===== config.mk =====
export PLATFORM = sky130hd
export DESIGN_NAME = kssg_ctrl
export DESIGN_NICKNAME = d
export VERILOG_FILES = /design/src/kssg_pkg.sv /design/src/kssg_ctrl.sv
export SDC_FILE = /design/constraint.sdc
export NUM_CORES = 1
export LEC_CHECK = 0
export BUFFER_PORTS_ARGS = -buffer_cell sky130_fd_sc_hd__buf_2
export CAP_MARGIN = 10
export CORE_AREA = 4 4 41 43
export CTS_CLUSTER_DIAMETER = 80
export DETAILED_ROUTE_END_ITERATION = 10
export DIE_AREA = 0 0 45 47
export PLACE_DENSITY_LB_ADDON = 0.2
export SLEW_MARGIN = 10
export SYNTH_ARGS = -nofsm -noshare
export SYNTH_HDL_FRONTEND = slang
export SYNTH_SLANG_ARGS = --single-unit
export TNS_END_PERCENT = 20

===== constraint.sdc =====
create_clock -name clk_i -period 4.05 [get_ports clk_i]
set_input_delay 0.6075 -clock clk_i [delete_from_list [all_inputs] [get_ports clk_i]]
set_output_delay 0.6075 -clock clk_i [all_outputs]
set_load 0.005 [all_outputs]

===== src/kssg_pkg.sv =====
`timescale 1ns / 1ps
// ----------------------------------------------------------------------------
// kssg_pkg
// Shared types and constants of the k-mer successor sequence generator.
// ----------------------------------------------------------------------------
package kssg_pkg;

  // Field and port widths
  localparam int MAX_K_DEF  = 8;
  localparam int KLEN_W     = 4;
  localparam int BASE_W     = 2;
  localparam int CUT_W      = 17;
  localparam int CFG_IDX_W  = 3;
  localparam int CFG_DATA_W = 4;

  // Register reset values
  localparam logic [KLEN_W-1:0] KLEN_RST = KLEN_W'(8);
  localparam logic [BASE_W-1:0] MAP0_RST = 2'd2;
  localparam logic [BASE_W-1:0] MAP1_RST = 2'd0;
  localparam logic [BASE_W-1:0] MAP2_RST = 2'd1;
  localparam logic [BASE_W-1:0] MAP3_RST = 2'd3;

  // Configuration register indexes
  localparam logic [CFG_IDX_W-1:0] CFG_KMER_LENGTH = 3'd0;
  localparam logic [CFG_IDX_W-1:0] CFG_MAP_BASE0   = 3'd1;
  localparam logic [CFG_IDX_W-1:0] CFG_MAP_BASE1   = 3'd2;
  localparam logic [CFG_IDX_W-1:0] CFG_MAP_BASE2   = 3'd3;
  localparam logic [CFG_IDX_W-1:0] CFG_MAP_BASE3   = 3'd4;

  // Controller states
  typedef enum logic [1:0] {
    ST_CLEAR,
    ST_IDLE,
    ST_LOOK,
    ST_EMIT
  } state_e;

  // Commands from controller to datapath
  typedef struct packed {
    logic restart;     // clear walk state, emit status beat, rewind sweep
    logic clear_step;  // zero one visited entry, advance sweep address
    logic lookup;      // latch current k-mer, read its mark
    logic finish;      // set done, emit status beat
    logic skip;        // visited k-mer: cut chain, move to next start
    logic mark;        // set mark of current k-mer
    logic first;       // emit leading base of chain, start prefix shift
    logic prefix;      // emit next prefix base
    logic final_base;  // emit successor base, advance walk
  } cmd_t;

  // Status from datapath to controller
  typedef struct packed {
    logic clear_end;     // sweep is at the last entry
    logic at_end;        // walk done or start beyond k-mer space
    logic hit;           // current k-mer already marked
    logic chain_started; // chain has emitted its prefix
    logic prefix_left;   // prefix bases still to emit
  } status_t;

endpackage


===== src/kssg_ctrl.sv =====
`timescale 1ns / 1ps
// ----------------------------------------------------------------------------
// kssg_ctrl
// Sequencer of the walk: clearing sweep, lookup, and base emission.
// ----------------------------------------------------------------------------
module kssg_ctrl
  import kssg_pkg::*;
(
  input  logic    clk_i,
  input  logic    rst_ni,
  input  logic    start,
  input  logic    restart_i,
  input  status_t status_i,
  output cmd_t    cmd_o,
  output logic    busy
);

  state_e state_q, state_d;

  // State register; reset starts with a sweep of the visited store
  always_ff @(posedge clk_i or negedge rst_ni) begin
    if (!rst_ni) begin
      state_q <= ST_CLEAR;
    end else begin
      state_q <= state_d;
    end
  end

  // Next state
  always_comb begin
    state_d = state_q;
    case (state_q)
      ST_CLEAR: begin
        if (status_i.clear_end) state_d = ST_IDLE;
      end
      ST_IDLE: begin
        if (start) begin
          if (restart_i)             state_d = ST_CLEAR;
          else if (!status_i.at_end) state_d = ST_LOOK;
        end
      end
      ST_LOOK: begin
        if (status_i.hit || status_i.chain_started) state_d = ST_IDLE;
        else                                        state_d = ST_EMIT;
      end
      ST_EMIT: begin
        if (!status_i.prefix_left) state_d = ST_IDLE;
      end
      default: state_d = ST_IDLE;
    endcase
  end

  // Commands
  always_comb begin
    cmd_o = '0;
    busy  = 1'b1;
    case (state_q)
      ST_CLEAR: begin
        cmd_o.clear_step = 1'b1;
      end
      ST_IDLE: begin
        busy = 1'b0;
        if (start) begin
          if (restart_i)            cmd_o.restart = 1'b1;
          else if (status_i.at_end) cmd_o.finish  = 1'b1;
          else                      cmd_o.lookup  = 1'b1;
        end
      end
      ST_LOOK: begin
        if (status_i.hit) begin
          cmd_o.skip = 1'b1;
        end else begin
          cmd_o.mark = 1'b1;
          if (status_i.chain_started) cmd_o.final_base = 1'b1;
          else                        cmd_o.first      = 1'b1;
        end
      end
      ST_EMIT: begin
        if (status_i.prefix_left) cmd_o.prefix     = 1'b1;
        else                      cmd_o.final_base = 1'b1;
      end
      default: cmd_o = '0;
    endcase
  end

endmodule


Yosys cells after proc, flatten, opt, wreduce, memory -nomap -nowiden

Cells that the tools add are included.

Word-level logic and storage cells: 38
Register bits after elaboration: 2
Output and inout bits: 10

Reduce and logical (&&, ||, !) cells: 3
Equality and inequality tests: 7
Mux-type cells: 27

Operators by type and width:

| operator             | count |
|---|---|
| $mux W2              | 10 |
| $mux W1              | 14 |
| $pmux W2 S4          | 1 |
| $ne A2 B2 Y1 const B | 3 |
| $eq A2 B2 Y1 const B | 2 |
| $reduce_and A4 Y1    | 1 |
| $mux W3              | 1 |
| $ne A3 B3 Y1 const B | 1 |
| $eq A2 B1 Y1 const B | 1 |
| $logic_not A2 Y1     | 1 |
| $pmux W1 S2          | 1 |
| $logic_or A1 B1 Y1   | 1 |

Depth between registers and ports, before layout

Depth after elaboration: 4
Mapped depth: 5
Gate-level depth less buffers: 5

Worst setup path before layout

No wires, ideal clock.

Kind: register to output
Start point: reg state_q[1]
End point: out cmd_o[5] (netlist bit)
Arrival: 961 ps
Cell stages (with the launch flop): 5
Slack: 2,482 ps
Buffers on the path: 0
Required time: 3,442 ps
Cells stage by stage: dfrtp_1 -> inv_1 -> ha_1 -> nor2b_4 -> and3_1

RTL lines:

| element                  | line            | source |
|---|---|---|
| start: declaration       | kssg_ctrl.sv:18 | `state_e state_q, state_d;` |
| start signal: assignment | kssg_ctrl.sv:25 | `state_q <= state_d;` |
| end: declaration         | kssg_ctrl.sv:14 | `output cmd_t cmd_o,` |

==> impl_metrics.env <==
export IMPL_status="complete, no violations"
export IMPL_port_buffers=18
export IMPL_p_leak_nw=0.2521
export IMPL_worstSkewPairLatency_ns=0.22
export IMPL_hold_ws_ns=0.1632
export IMPL_period_share_pct=48.40
export IMPL_detail_route_antenna_nets=0
export IMPL_firstDrtPassIters=2
export IMPL_r2r_end="state_q[1]$_DFFE_PN0P_"
export IMPL_grt_pass1_vias=254
export IMPL_drc=0
export IMPL_cp_required_ns=3.44
export IMPL_path_depth=5
export IMPL_die_area_sq_mm=0.002115
export IMPL_cts_hold_buffers=0
export IMPL_synth_top_area_share_pct=27.15
export IMPL_grt_pass1_wl_um=966
export IMPL_synth_top_area_cell="ha_1"
export IMPL_ys_seq_area_share_pct=18.10
export IMPL_wl_per_cell_um=9.530
export IMPL_vias=263
export IMPL_relSlewSlack_pct=84.80
export IMPL_areaGrowthSynthToFinish_pct=47.51
export IMPL_critPathMaxFanout=5
export IMPL_fillers=151
export IMPL_rrSetupSlack_ns=2.45
export IMPL_max_cap_violations=0
export IMPL_powerDensity_mw_per_mm2=532.9
export IMPL_top_usage_layer="met2"
export IMPL_synth_area_sq_um=276.5
export IMPL_fmax_mhz=510.2
export IMPL_rr_worst_depth=5
export IMPL_top_regs="state_q (2)"
export IMPL_crit_end="cmd_o[6]"
export IMPL_ios=19
export IMPL_hpwl_um=558.2
export IMPL_rr_startpoint="state_q[1]$_DFFE_PN0P_"
export IMPL_routed_wl_um=629
export IMPL_grt_use_met2_pct=9.887
export IMPL_clkSinkCount=2
export IMPL_ys_warn_count=0
export IMPL_use_met3_pct=4.215
export IMPL_htree_levels=1
export IMPL_cts_root_buf="clkbuf_4"
export IMPL_drv_slew=0
export IMPL_ys_seq_elements=2
export IMPL_cp_startpoint="state_q[1]$_DFFE_PN0P_"
export IMPL_num_antenna_cells=0
export IMPL_grt_ovfl_total=0
export IMPL_grt_usage_pct=6.793
export IMPL_setup_violations=0
export IMPL_setup_slack_ns=2.090
export IMPL_arrival_ns=1.35
export IMPL_vdd_drop_max_uv=267.2
export IMPL_design_area_sq_um=407.9
export IMPL_clockBufferDepth=2
export IMPL_cp_end_kind="output pin"
export IMPL_path_buf_inv=2
export IMPL_crit_path_max_incr_delay_ns=0.41
export IMPL_vias_per_cell=3.985
export IMPL_syn_num_nets=45
export IMPL_post_cts_buffers=0
export IMPL_layout_drive_gt1_share_pct=45.10
export IMPL_final_nets=68
export IMPL_drt_initial_drc_count=4
export IMPL_rsz0062_at_grt="false"
export IMPL_worst_pin_slew_ns=0.2275
export IMPL_finalCriticalPeriod_ns=1.960
export IMPL_crit_chain="inv_1, ha_1, nor2b_4, and3_1, buf_2"
export IMPL_crit_type="reg -> out"
export IMPL_avgSynthCellArea_sq_um=9.217
export IMPL_path_clk_slew_ns=0.03
export IMPL_grt_max_degree=6
export IMPL_cts_buffers=3
export IMPL_hold_class="in -> async"
export IMPL_largest_register_ffs=2
export IMPL_die_h_um=47
export IMPL_synth_area_leaders="ha_1 27%, dfrtp_1 18%, and3_1 6.8%, inv_1 6.8%, nor2b_4 5.0%"
export IMPL_use_met1_pct=6.364
export IMPL_hold_viol_final=0
export IMPL_crit_path_start_kind="flop"
export IMPL_gp_congestion=0.5903
export IMPL_die_w_um=45
export IMPL_core_area_sq_mm=0.001301
export IMPL_syn_inst=30
export IMPL_postPlaceCellArea_sq_um=385.4
export IMPL_antenna_found_initial=0
export IMPL_rows=13
export IMPL_setup_tns_final_ns=0
export IMPL_ys_types=17
export IMPL_start_util_pct=21.25
export IMPL_cp_top_family="flip-flops"
export IMPL_cp_slowest_cell="dfrtp_1"
export IMPL_cts_tree="done"
export IMPL_top_register="state_q"
export IMPL_place_ws_ns=2.297
export IMPL_finClkSkew_ns=0.0002394
export IMPL_cts_resized=0
## metal layers
metal	vias to the layer above	share of wire [%]	wire, um
li1	145	-	-
met1	109	41	255
met2	9	49	308
met3	0	10	65
met4	0	0	0
met5	-	0	0
## worst min path at each step
stage                start                endpoint  slack [ns]  cells past startpoint
finish              rst_ni  state_q[1]$_DFFE_PN0P_        0.16                      1
CTS                 rst_ni  state_q[0]$_DFFE_PN0P_        0.15                      1
global route        rst_ni  state_q[1]$_DFFE_PN0P_        0.14                      1
global placement    rst_ni  state_q[0]$_DFFE_PN0P_        0.39                      1
floorplan           rst_ni  state_q[0]$_DFFE_PN0P_        0.31                      0
detailed placement  rst_ni  state_q[0]$_DFFE_PN0P_        0.39                      1
## power breakdown
part,internal [mW],switching (mW)
registers,0.0298,0.0118
clock network,0.0327,0.0116
logic,0.0703,0.0612
total,0.133,0.0845
## cell type report
| type | count | area, sq um | area share, % |
|---|---|---|---|
| Timing Repair Buffer | 18 | 90.09 | 22.09 |
| Multi-Input combinational cell | 23 | 207.7 | 50.92 |
| Sequential cell | 2 | 50.05 | 12.27 |
| Clock buffer | 3 | 22.52 | 5.521 |
| Tap cell | 15 | 18.77 | 4.601 |
| Inverter | 5 | 18.77 | 4.601 |
## cell usage after synthesis
library cell,n
ha_1,6
dfrtp_1,2
nor2b_4,1
nor3b_1,1
inv_1,5
and2_1,1
and2_4,1
a2111o_1,1
mux2i_1,1
o22ai_1,1
and3_1,3
nor2b_1,2
and2b_1,1
a32o_1,1
nor3_1,1
nand2_1,1
mux2_1,1
## logic make-up (layout without fill, tap and decap cells)
kind of cell	count (synthesis)	count (layout)	synth area share (%)
AND/OR/NAND/NOR	12	12	30.32
AO/OA/AOI/OAI	3	3	9.956
multiplexers	2	2	7.692
buffers and inverters	5	26	6.788
flip-flops	2	2	18.10
adder cells (fa/ha/maj)	6	6	27.15
## through the flow
| step | std cells | total power [mW] | util (%) |
|---|---|---|---|
| after CTS | 66 | 0.2229 | 31.35 |
| after detailed placement | 63 | 0.1757 | 29.62 |
| final | 66 | 0.2174 | 31.35 |
| after global routing | 66 | 0.2453 | 31.35 |
| after global placement | 63 | 0.1778 | 29.62 |
| after floorplan | 30 | 0.1311 | - |
## cells in the final DEF (no fill, tap or decap), drive strengths merged
master and n:
mux2i 1, nor2b 3, o22ai 1, a32o 1
and2 2, a2111o 1, inv 5, clkbuf 3
nor3b 1, ha 6, and3 3, and2b 1
nand2 1, mux2 1, dfrtp 2, buf 18
nor3 1
Power figures use the tool's default switching activity.
